[src/sv/assert_macros.svh]
// Assertion macros for the reservation table RTL.
// Depends on clk and rst_n being visible where a macro is used.
`ifndef ASSERT_MACROS_SVH
`define ASSERT_MACROS_SVH

// Clocked assertion, off while reset is low.
`define ASSERT_CLK(lbl, prop, msg) \
  lbl: assert property (@(posedge clk) disable iff (!rst_n) prop) else $error(msg);

// Clocked assertion that also holds during reset.
`define ASSERT_ALWAYS(lbl, prop, msg) \
  lbl: assert property (@(posedge clk) prop) else $error(msg);

`endif

[src/sv/iprt_pkg.sv]
// Package for the I/O port range reservation table: sizes, codes and payload types.
// No dependencies.
`default_nettype none

package iprt_pkg;

  localparam int MAP_ENTRIES = 32;
  localparam int PORT_SPACE  = 65536;

  localparam int IDX_W = $clog2(MAP_ENTRIES);
  localparam int CNT_W = $clog2(MAP_ENTRIES + 1);
  localparam int END_W = $clog2(PORT_SPACE) + 1;
  localparam int SUM_W = 18;

  localparam logic [1:0] REQ_RESERVE = 2'd0;
  localparam logic [1:0] REQ_FREE    = 2'd1;
  localparam logic [1:0] REQ_CHECK   = 2'd2;

  localparam logic [2:0] ST_OK        = 3'd0;
  localparam logic [2:0] ST_OVERLAP   = 3'd1;
  localparam logic [2:0] ST_FULL      = 3'd2;
  localparam logic [2:0] ST_RANGE     = 3'd3;
  localparam logic [2:0] ST_NOT_FOUND = 3'd4;

  localparam logic [1:0] CFG_WA_FIRST = 2'd0;
  localparam logic [1:0] CFG_WA_LAST  = 2'd1;
  localparam logic [1:0] CFG_WB_FIRST = 2'd2;
  localparam logic [1:0] CFG_WB_LAST  = 2'd3;

  localparam logic [15:0] WA_FIRST_RST = 16'h02b0;
  localparam logic [15:0] WA_LAST_RST  = 16'h02df;
  localparam logic [15:0] WB_FIRST_RST = 16'h03c0;
  localparam logic [15:0] WB_LAST_RST  = 16'h03da;

  typedef struct packed {
    logic [1:0]  req_type;
    logic [15:0] port_start;
    logic [16:0] length_count;
  } in_req_t;

  typedef struct packed {
    logic [2:0]  status;
    logic [15:0] granted_start;
    logic [5:0]  entries_used;
    logic [31:0] table_version;
  } out_rsp_t;

  typedef struct packed {
    logic [15:0]      first;
    logic [END_W-1:0] last_end;
  } entry_t;

endpackage

`default_nettype wire

[src/sv/io_port_range_reservation_table_top.sv]
// I/O port range reservation table: sequencer, entry table and shared compare step.
// Depends on iprt_pkg and assert_macros.svh.
// Each request scans the entry table, one entry compared per cycle, before out_valid rises.
// Throughput: one request at a time; in_ready returns once the result is loaded.
// Reset: sync active-low; clears count, version, handshake state and restores windows.
`default_nettype none
`include "assert_macros.svh"

module io_port_range_reservation_table_top (
  input  wire logic              clk,
  input  wire logic              rst_n,
  input  wire logic              in_valid,
  output logic                   in_ready,
  input  wire iprt_pkg::in_req_t in_data,
  output logic                   out_valid,
  input  wire logic              out_ready,
  output iprt_pkg::out_rsp_t     out_data,
  input  wire logic              cfg_we,
  input  wire logic [1:0]        cfg_index,
  input  wire logic [15:0]       cfg_wdata
);

  typedef enum logic [1:0] {S_IDLE, S_SCAN, S_RESP} state_t;

  state_t state_r, state_nxt;

  logic [iprt_pkg::CNT_W-1:0] idx_r, idx_nxt;
  logic [iprt_pkg::CNT_W-1:0] cnt_r, cnt_nxt;
  logic [31:0]                ver_r, ver_nxt;
  logic [1:0]                 req_r, req_nxt;
  logic [15:0]                first_r, first_nxt;
  logic [iprt_pkg::SUM_W-1:0] end_r, end_nxt;
  logic [2:0]                 status_r, status_nxt;
  logic [15:0]                granted_r, granted_nxt;
  logic                       out_valid_r, out_valid_nxt;
  iprt_pkg::out_rsp_t         out_data_r, out_data_nxt;
  logic [15:0]                wa_first_r, wa_last_r, wb_first_r, wb_last_r;

  iprt_pkg::entry_t tab_r   [iprt_pkg::MAP_ENTRIES];
  iprt_pkg::entry_t tab_nxt [iprt_pkg::MAP_ENTRIES];

  iprt_pkg::entry_t           e;
  logic                       at_end;
  logic                       ins_en, del_en;
  logic [iprt_pkg::SUM_W-1:0] e_first, e_end;
  logic                       in_win;
  logic                       hit;

  assign in_ready  = (state_r == S_IDLE);
  assign out_valid = out_valid_r;
  assign out_data  = out_data_r;

  // shared compare step on the entry under the scan pointer
  always_comb begin
    e       = tab_r[idx_r[iprt_pkg::IDX_W-1:0]];
    at_end  = (idx_r == cnt_r);
    e_first = iprt_pkg::SUM_W'(e.first);
    e_end   = iprt_pkg::SUM_W'(e.last_end);
    in_win  = ((first_r >= wa_first_r) &&
               (end_r <= iprt_pkg::SUM_W'(wa_last_r) + iprt_pkg::SUM_W'(1))) ||
              ((first_r >= wb_first_r) &&
               (end_r <= iprt_pkg::SUM_W'(wb_last_r) + iprt_pkg::SUM_W'(1)));
    hit     = ((iprt_pkg::SUM_W'(first_r) >= e_first) && (iprt_pkg::SUM_W'(first_r) < e_end)) ||
              ((iprt_pkg::SUM_W'(first_r) <= e_first) && (end_r > e_first));
  end

  always_comb begin
    state_nxt     = state_r;
    idx_nxt       = idx_r;
    cnt_nxt       = cnt_r;
    ver_nxt       = ver_r;
    req_nxt       = req_r;
    first_nxt     = first_r;
    end_nxt       = end_r;
    status_nxt    = status_r;
    granted_nxt   = granted_r;
    out_valid_nxt = out_valid_r;
    out_data_nxt  = out_data_r;
    ins_en        = 1'b0;
    del_en        = 1'b0;

    if (out_valid_r && out_ready) begin
      out_valid_nxt = 1'b0;
    end

    case (state_r)
      S_IDLE: begin
        if (in_valid) begin
          req_nxt   = in_data.req_type;
          first_nxt = in_data.port_start;
          end_nxt   = iprt_pkg::SUM_W'(in_data.port_start) +
                      iprt_pkg::SUM_W'(in_data.length_count);
          idx_nxt   = '0;
          state_nxt = S_SCAN;
        end
      end
      S_SCAN: begin
        granted_nxt = '0;
        case (req_r)
          iprt_pkg::REQ_RESERVE: begin
            if (end_r > iprt_pkg::SUM_W'(iprt_pkg::PORT_SPACE)) begin
              status_nxt = iprt_pkg::ST_RANGE;
              state_nxt  = S_RESP;
            end else if (!at_end && (e_end <= iprt_pkg::SUM_W'(first_r))) begin
              idx_nxt = idx_r + iprt_pkg::CNT_W'(1);
            end else if (at_end || (e_first >= end_r)) begin
              state_nxt = S_RESP;
              if (cnt_r == iprt_pkg::CNT_W'(iprt_pkg::MAP_ENTRIES)) begin
                status_nxt = iprt_pkg::ST_FULL;
              end else begin
                status_nxt  = iprt_pkg::ST_OK;
                granted_nxt = first_r;
                ins_en      = 1'b1;
                cnt_nxt     = cnt_r + iprt_pkg::CNT_W'(1);
                ver_nxt     = ver_r + 32'd1;
              end
            end else begin
              status_nxt = iprt_pkg::ST_OVERLAP;
              state_nxt  = S_RESP;
            end
          end
          iprt_pkg::REQ_FREE: begin
            if (at_end || (e.first > first_r)) begin
              status_nxt = iprt_pkg::ST_NOT_FOUND;
              ver_nxt    = ver_r + 32'd1;
              state_nxt  = S_RESP;
            end else if (e.first == first_r) begin
              status_nxt = iprt_pkg::ST_OK;
              del_en     = 1'b1;
              cnt_nxt    = cnt_r - iprt_pkg::CNT_W'(1);
              ver_nxt    = ver_r + 32'd1;
              state_nxt  = S_RESP;
            end else begin
              idx_nxt = idx_r + iprt_pkg::CNT_W'(1);
            end
          end
          iprt_pkg::REQ_CHECK: begin
            if (in_win || at_end) begin
              status_nxt = iprt_pkg::ST_OK;
              state_nxt  = S_RESP;
            end else if (hit) begin
              status_nxt = iprt_pkg::ST_OVERLAP;
              state_nxt  = S_RESP;
            end else begin
              idx_nxt = idx_r + iprt_pkg::CNT_W'(1);
            end
          end
          default: begin
            status_nxt = iprt_pkg::ST_OK;
            state_nxt  = S_RESP;
          end
        endcase
      end
      S_RESP: begin
        if (!out_valid_r || out_ready) begin
          out_data_nxt.status        = status_r;
          out_data_nxt.granted_start = granted_r;
          out_data_nxt.entries_used  = 6'(cnt_r);
          out_data_nxt.table_version = ver_r;
          out_valid_nxt              = 1'b1;
          state_nxt                  = S_IDLE;
        end
      end
      default: begin
        state_nxt = S_IDLE;
      end
    endcase
  end

  // insert opens a slot at the scan pointer; delete closes it
  always_comb begin
    tab_nxt = tab_r;
    if (ins_en) begin
      for (int i = 1; i < iprt_pkg::MAP_ENTRIES; i++) begin
        if (iprt_pkg::CNT_W'(i) > idx_r) begin
          tab_nxt[i] = tab_r[i-1];
        end
      end
      tab_nxt[idx_r[iprt_pkg::IDX_W-1:0]].first    = first_r;
      tab_nxt[idx_r[iprt_pkg::IDX_W-1:0]].last_end = end_r[iprt_pkg::END_W-1:0];
    end else if (del_en) begin
      for (int i = 0; i < iprt_pkg::MAP_ENTRIES - 1; i++) begin
        if (iprt_pkg::CNT_W'(i) >= idx_r) begin
          tab_nxt[i] = tab_r[i+1];
        end
      end
    end
  end

  always_ff @(posedge clk) begin
    if (!rst_n) begin
      state_r     <= S_IDLE;
      cnt_r       <= '0;
      ver_r       <= '0;
      out_valid_r <= 1'b0;
      wa_first_r  <= iprt_pkg::WA_FIRST_RST;
      wa_last_r   <= iprt_pkg::WA_LAST_RST;
      wb_first_r  <= iprt_pkg::WB_FIRST_RST;
      wb_last_r   <= iprt_pkg::WB_LAST_RST;
    end else begin
      state_r     <= state_nxt;
      cnt_r       <= cnt_nxt;
      ver_r       <= ver_nxt;
      out_valid_r <= out_valid_nxt;
      if (cfg_we) begin
        case (cfg_index)
          iprt_pkg::CFG_WA_FIRST: wa_first_r <= cfg_wdata;
          iprt_pkg::CFG_WA_LAST:  wa_last_r  <= cfg_wdata;
          iprt_pkg::CFG_WB_FIRST: wb_first_r <= cfg_wdata;
          iprt_pkg::CFG_WB_LAST:  wb_last_r  <= cfg_wdata;
          default: begin
          end
        endcase
      end
    end
    idx_r      <= idx_nxt;
    req_r      <= req_nxt;
    first_r    <= first_nxt;
    end_r      <= end_nxt;
    status_r   <= status_nxt;
    granted_r  <= granted_nxt;
    out_data_r <= out_data_nxt;
    tab_r      <= tab_nxt;
  end

  `ASSERT_ALWAYS(a_cnt_bound, !rst_n || (cnt_r <= iprt_pkg::CNT_W'(iprt_pkg::MAP_ENTRIES)), "entry count over capacity")
  `ASSERT_CLK(a_busy_after_accept, (in_valid && in_ready) |=> !in_ready, "accepted while busy")
  `ASSERT_CLK(a_ver_step, (ver_r == $past(ver_r)) || (ver_r == $past(ver_r) + 32'd1), "version jumped")
  `ASSERT_CLK(a_cnt_only_in_scan, (cnt_r != $past(cnt_r)) |-> ($past(state_r) == S_SCAN), "count changed outside scan")

endmodule

`default_nettype wire
[config.mk]
export PLATFORM = sky130hd
export DESIGN_NAME = io_port_range_reservation_table_top
export DESIGN_NICKNAME = d
export VERILOG_FILES = /design/src/sv/iprt_pkg.sv /design/src/sv/io_port_range_reservation_table_top.sv
export VERILOG_INCLUDE_DIRS = /design/src /design/src/sv
export SDC_FILE = /design/constraint.sdc
export NUM_CORES = 2
export LEC_CHECK = 0
export BUFFER_PORTS_ARGS = -buffer_cell sky130_fd_sc_hd__buf_2
export CORE_ASPECT_RATIO = 0.8
export CORE_MARGIN = 4
export CORE_UTILIZATION = 44
export CTS_CLUSTER_SIZE = 20
export DETAILED_ROUTE_END_ITERATION = 7
export RECOVER_POWER = 100
export SLEW_MARGIN = 20
export SYNTH_ARGS = -nofsm -noshare
export SYNTH_HDL_FRONTEND = slang
export SYNTH_SLANG_ARGS = --single-unit
[constraint.sdc]
create_clock -name clk -period 13.8 [get_ports clk]
set_input_delay 1.38 -clock clk [delete_from_list [all_inputs] [get_ports clk]]
set_output_delay 1.38 -clock clk [all_outputs]
set_load 0.03 [all_outputs]
* Word level (Yosys, flattened, before mapping)
Cells that the tools add are included.
** Cells by class
- Add/sub/neg operators :: 7
- $lt $le $gt $ge :: 76
- Equal/unequal tests :: 31
- Muxes and demuxes :: 159
- Bitwise gates (word level) :: 3
- Reductions and logical operators :: 95
** Operator list (count)
- $mux W33 :: 96
- $bwmux W1056 :: 2
- $mux W1023 :: 2
- $demux W33 S5 :: 2
- $mux W32 :: 6
- $bmux W33 S5 :: 1
- $gt A5 B6 Y1 const A :: 16
- $ge A5 B6 Y1 const A :: 15
- $mux W6 :: 13
- $reduce_and A2 Y1 :: 37
- $reduce_bool A2 Y1 :: 34
- $pmux W32 S2 :: 1
- $ge A16 B16 Y1 :: 3
- $ge A4 B6 Y1 const A :: 8
- $gt A4 B6 Y1 const A :: 8
- $le A18 B17 Y1 :: 2
- $add A16 B1 Y17 const B :: 2
- $add A32 B1 Y32 const B :: 1
- $ne A3 B3 Y1 const B :: 9
- $ge A3 B6 Y1 const A :: 4
- $gt A3 B6 Y1 const A :: 4
- $pmux W6 S2 :: 2
- $mux W3 :: 7
- $add A16 B17 Y18 :: 1
- 41 further kinds :: 95
** Word-level totals
- Register bits :: 1279
- Bits of input ports :: 58
- Output and inout bits :: 59
- Logic and storage cells :: 453

* Depth between registers and ports, before layout
- Word-level depth :: 15
- Depth in mapped cells :: 23
- Gate-level depth less buffers :: 15

* Least setup slack after synthesis
OpenSTA, ideal clock, no wires.
- Path kind :: flip-flop to flip-flop
- Start :: register idx_r[2] in the netlist's numbering
- End :: register tab_r[627] in the netlist's numbering (enable)
- Library setup time :: 0.602 ns
- Data arrival time :: 9.837 ns
- Data required time :: 13.198 ns
- Slack :: 3.361 ns
- Stages on the path, launching flop included :: 19
- Path buffers :: 7
- Period minus slack after synthesis :: 10.439 ns
- Cells stage by stage :: edfxtp_1 buf_2 clkbuf_1 clkbuf_1 buf_2 clkbuf_1 clkbuf_1 mux4_2 mux2_2 ha_1 o21ai_0 o21bai_1 a211oi_1 or4_1 and4_1 a2111oi_4 buf_2 a21oi_1 a2111oi_0
** Between the ends
- Cells in the longest elaborated chain, start to end :: 13
- Elaborated cells between the ends (all ways) :: 26
- Classes of those cells :: 4 x order compare; 2 x eq/ne; 12 x mux; 1 x bitwise; 7 x reduce/logical
** RTL lines
- from (decl) :: RTL line io_port_range_reservation_table_top.sv:27 : logic [iprt_pkg::CNT_W-1:0] idx_r, idx_nxt;
- from (signal assigned) :: RTL line io_port_range_reservation_table_top.sv:216 : idx_r <= idx_nxt;
- $not A5 Y6 (not written as such) :: RTL line io_port_range_reservation_table_top.sv:55 : e = tab_r[idx_r[iprt_pkg::IDX_W-1:0]];
- $bmux W33 S5 :: RTL line io_port_range_reservation_table_top.sv:55
- $mux W33 (not written as such) (2 in series) :: RTL line io_port_range_reservation_table_top.sv:55
- $ge A16 B18 Y1 :: RTL line io_port_range_reservation_table_top.sv:106 : end else if (at_end || (e_first >= end_r)) begin
- $logic_or A1 B1 Y1 :: RTL line io_port_range_reservation_table_top.sv:106
- $mux W1 :: RTL line io_port_range_reservation_table_top.sv:106
- $mux W1 :: RTL line io_port_range_reservation_table_top.sv:104 : end else if (!at_end && (e_end <= iprt_pkg::SUM_W'(first_r))) begin
- $mux W1 :: RTL line io_port_range_reservation_table_top.sv:101 : if (end_r > iprt_pkg::SUM_W'(iprt_pkg::PORT_SPACE)) begin
- $mux W1 :: RTL line io_port_range_reservation_table_top.sv:99 : case (req_r)
- $mux W1 :: RTL line io_port_range_reservation_table_top.sv:86 : case (state_r)
- $reduce_bool A2 Y1 (no source line)
- $reduce_and A2 Y1 (no source line) (*)
- to (signal assigned) :: RTL line io_port_range_reservation_table_top.sv:223 : tab_r <= tab_nxt;
- to (decl) :: RTL line io_port_range_reservation_table_top.sv:39 : iprt_pkg::entry_t tab_r [iprt_pkg::MAP_ENTRIES];
Mark *: on every way between the ends. The rest lies on a longest branch, timed or not. The select of a mux whose other input is x is not followed.
A chain may end at the register's enable or synchronous reset.

* Final worst setup path
- Start :: register idx_r[2] in the netlist's numbering
- End :: register tab_r[618] in the netlist's numbering (enable)
Same word-level chain as after synthesis.

==> metrics list <==
- Most common library cell in the layout ignoring fill and taps: sky130_fd_sc_hd__nor2_1
- The total overflow left after global routing is 0.
* Number of I/O pins: 117
* Buffers from clock root to sink, at most: 3
* IO Port Bufs: 116
- TritonCTS clock tree: built
* Slew of the pin with the lowest slew margin: 3.91 ns
- Y dimension of the die: 373 um
- Switching power: 3670 uW
* Final routed wire length divided by cell count: 31.9 um
* First-pass iteration count of the detailed router: 6
* Post-synth EDFFs: 1,174
- For this run, the total global-route usage over all layers was measured as 0.317.
* Clock insertion delay at the later pin of the skew report: 0.81 ns
* Worst hold path class: reg2reg
* CP startpoint kind: flip-flop
- In the layout the commonest cells are 1,870 x sky130_fd_sc_hd__nor2_1, 1,174 x sky130_fd_sc_hd__edfxtp_1, 827 x sky130_fd_sc_hd__a221oi_1.
* Setup repair after global routing missed its margin: no
- The mapped netlist covers 73,100 um2.
- The worst-case IR drop observed on VDD is 0.139 mV.
* Post-Syn Instances: 6,929
- Sequential cell fraction of total power: 0.400
- Layout Area Growth over Synthesis: 9.02%
- Internal power comes to 7070 uW.
- Startpoint of the worst register-to-register path: idx_r[2]$_SDFFCE_PN0P_
* Critical Path Slowest Stage Cell: sky130_fd_sc_hd__clkbuf_1
- Share of total power consumed by net switching: 0.342
* Clock sink total: 1,279
- Final total power: 10,700 uW
- Total cell area at the placement stage: 75,800 um2
- Core Footprint: 165,000 um2
* Crit path DAT: 12.14 ns
* Post-Place Cells: 8,700
- After synthesis, the netlist uses 75 different library cells.
- Timing would allow up to 85.1 MHz.
* Register bit total from synthesis: 1,279
* Result of the run: complete, but fails checks
- Placer Congestion: 0.925
- Once detailed placement completed, the half-perimeter wirelength came to 172,000 um.
- The number of hold buffers added after CTS was 0.
- Largest net degree at the start of global routing: 238
* Number of hold violations in the final report: 0
- The number of antenna violations at the first check in global routing came to 11.
- Post-route minimum period: 11.76 ns
- Summing all non-filler instances in the final layout gives an area of 79,700 um2.
- First-pass GRT wire length: 411,000 um
- Final cycle utilization of the critical path: 0.852
- The checks that failed: capacitance limit, slew limit.
- Setup TNS: 0 ns
* Fraction of registers with async set/reset: 0
- Max-cap viol count: 31
- Num rows: 133
- The average instance in the mapped netlist occupies 10.6 um2.
* Total area of multi-input combinational cells: 33,100 um2
- Setup Crit Path Kind: reg2reg
- The final count of pins violating max slew was 1,241.
* DRT Wirelength: 286,000 um
- The finished layout holds 8,957 standard cells, fillers aside.
- Post-CTS setup repair buffer count: 0
- Remaining antenna violation count: 0
- Clock slew seen by the registers of the worst setup and hold paths: 0.06 ns
- The share of total power dissipated in combinational logic is 0.259.
- In the synthesized netlist the dominant register cell turns out to be sky130_fd_sc_hd__edfxtp_1.
- The critical path goes through buf_12 -> clkbuf_1 -> nor2b_1 -> a211oi_1 -> a311o_1 -> o221ai_1 -> ha_1 -> nand4_1 -> nor4_1 -> o21ai_0 -> nand4_1 -> nand4b_1 -> buf_12 -> o22ai_1 -> clkbuf_1.
* Critical Path Max Stage Delay: 2.28 ns
- In this run the static leakage power is 0.0270 uW.
- Buffers & Inverters on Critical Path: 4
- The clock tree synthesis step divided the H-tree into 4 levels.
* YS warnings: 0
- Clock tree synthesis inserted a total of 138 buffers.
- Detailed routing inserted a total of 62,900 vias.
- Post-Syn Nets: 7,130
- Seq. cell area: 37,400 um2
- Die outline area: 173,000 um2
* Startpoint of the most critical setup path: idx_r[2]$_SDFFCE_PN0P_
- Beginning of the worst hold path: granted_r[12]$_SDFFCE_PP0P_
- In this run the power density over the cells is 135 nW/um2.
- Count of unresolved DRC violations after routing: 0
- Of all nets on the critical path, the largest fanout is 203.
* Worst path top cell family by delay: buffers and inverters
- Width of the die: 464 um
- Worst path required time: 14.19 ns
* Part of the total power dissipated in the clock network: 0.341
* Layout cell share with drive strength beyond 1: 0.113
- Between clock sinks in the finished design, the worst skew comes to 0.0408 ns.
- Fill cell total of the finished layout: 15,000
- In the final design database the tool counted 6,882 nets.
- Of the synthesized area, sequential elements account for 0.511.
- Setup violations remaining at the end of the flow were counted as 0.
* Initial detailed-routing violation count: 11,500
- Number of global-route vias before repair: 58,000
* Count of cells resized by post-cts repair: 0
- Clock tree synthesis selected as its root buffer the cell sky130_fd_sc_hd__clkbuf_16.
- Max-slew headroom at the worst pin: -1.61
- Starting Density: 0.444
- In the routed layout, each cell is associated on average with a via count of 7.02.
* Critical path capture point type: flip-flop
==> worst reg2reg max path: stages (launching register included) <==
cell	delay [ns]
sky130_fd_sc_hd__edfxtp_1	0.42
sky130_fd_sc_hd__buf_12	0.48
sky130_fd_sc_hd__clkbuf_1	2.33
sky130_fd_sc_hd__nor2b_1	0.33
sky130_fd_sc_hd__a211oi_1	0.63
sky130_fd_sc_hd__a311o_1	0.30
sky130_fd_sc_hd__o221ai_1	0.31
sky130_fd_sc_hd__ha_1	0.43
sky130_fd_sc_hd__nand4_1	0.08
sky130_fd_sc_hd__nor4_1	0.45
sky130_fd_sc_hd__o21ai_0	0.47
sky130_fd_sc_hd__nand4_1	0.38
sky130_fd_sc_hd__nand4b_1	0.59
sky130_fd_sc_hd__buf_12	0.48
sky130_fd_sc_hd__o22ai_1	2.30
sky130_fd_sc_hd__clkbuf_1	1.36
==> power groups by stage <==
stage	Clock (uW)	Combinational [uW]	Sequential, uW
floorplan	0	1530	4390
CTS	3690	2660	4290
detailed placement	0	2650	4370
global route	3860	2840	4290
finish	3670	2790	4290
global placement	0	2640	4370
==> per-stage QoR <==
| stage | worst slack [ns] | hold slack (ns) | utilization |
|---|---|---|---|
| 2_1_floorplan | 3.36 | 0.400 | - |
| 3_3_place_gp | 5.17 | 0.401 | 0.460 |
| 3_5_place_dp | 5.08 | 0.406 | 0.460 |
| 4_1_cts | 5.05 | 0.422 | 0.486 |
| 5_1_grt | 2.15 | 0.427 | 0.484 |
| 6_report | 2.04 | 0.419 | 0.484 |
==> worst paths after layout <==
kind                                          endpoint  slack (ns)  cells after the start
worst max-delay path              tab_r[618]$_DFFE_PP_        2.04                     15
worst min-delay path            out_data[50]$_DFFE_PP_        0.42                      0
worst max register to register    tab_r[618]$_DFFE_PP_        2.04                     15
worst min register to register  out_data[50]$_DFFE_PP_        0.42                      0
==> per-layer routing <==
metal | share of wire | vias up | track usage
met4 | 0.039 | 4 | 0.124
met2 | 0.40 | 5456 | 0.417
met5 | 0.0011 | - | 0
li1 | - | 25900 | -
met3 | 0.17 | 594 | 0.119
met1 | 0.39 | 30900 | 0.468
==> final cells by class <==
type,count,share of cell area
multi-input combinational,4846,0.415
clock inverter,64,0.00716
tap,2160,0.0339
antenna,11,0.000345
inverter,108,0.00510
clock buffer,181,0.0464
sequential,1279,0.468
timing repair buffer,308,0.0240
==> sequential cells by signal, indices dropped and copies added, names as in the netlist <==
| signal | cells |
|---|---|
| cnt_r | 6 |
| end_r | 18 |
| first_r | 16 |
| granted_r | 16 |
| idx_r | 6 |
| out_data | 57 |
| out_valid | 1 |
| req_r | 2 |
| state_r | 2 |
| status_r | 3 |
| tab_r | 1056 |
| ver_r | 32 |
| wa_first_r | 16 |
| wa_last_r | 16 |
| wb_first_r | 16 |
| wb_last_r | 16 |
==> cell families (layout without fill, tap and decap cells) <==
group | Yosys count | after routing | share of synthesized area
flops | 1279 | 1279 | 0.511
fa+ha+maj | 143 | 143 | 0.0247
mux | 414 | 414 | 0.106
buf+inv | 804 | 661 | 0.0443
simple gates | 2744 | 2744 | 0.151
other cells | 0 | 11 | 0
compound gates | 1492 | 1492 | 0.157
xor+xnor | 53 | 53 | 0.00635
==> cells in the mapped netlist (all sizes together), types with 22 or more instances <==
| master | n | area, um2 |
|---|---|---|
| nand4 | 33 | 206 |
| nand3 | 108 | 541 |
| nand2 | 475 | 1780 |
| nor2 | 1910 | 7170 |
| o21ai | 172 | 861 |
| and3 | 24 | 150 |
| a211oi | 23 | 173 |
| mux2i | 117 | 1170 |
| buf | 171 | 865 |
| o31ai | 44 | 330 |
| and2 | 28 | 175 |
| ha | 141 | 1760 |
| clkbuf | 525 | 1970 |
| mux4 | 286 | 6440 |
| dfxtp | 105 | 2100 |
| inv | 106 | 398 |
| nand2b | 37 | 231 |
| edfxtp | 1174 | 35300 |
| nor4 | 29 | 181 |
| nor2b | 22 | 138 |
| a31oi | 144 | 901 |
| a21oi | 120 | 601 |
| a221oi | 827 | 7240 |
| nor3 | 30 | 150 |
| xnor2 | 34 | 298 |
| a22o | 34 | 298 |
(Power assumes the default switching activity.)
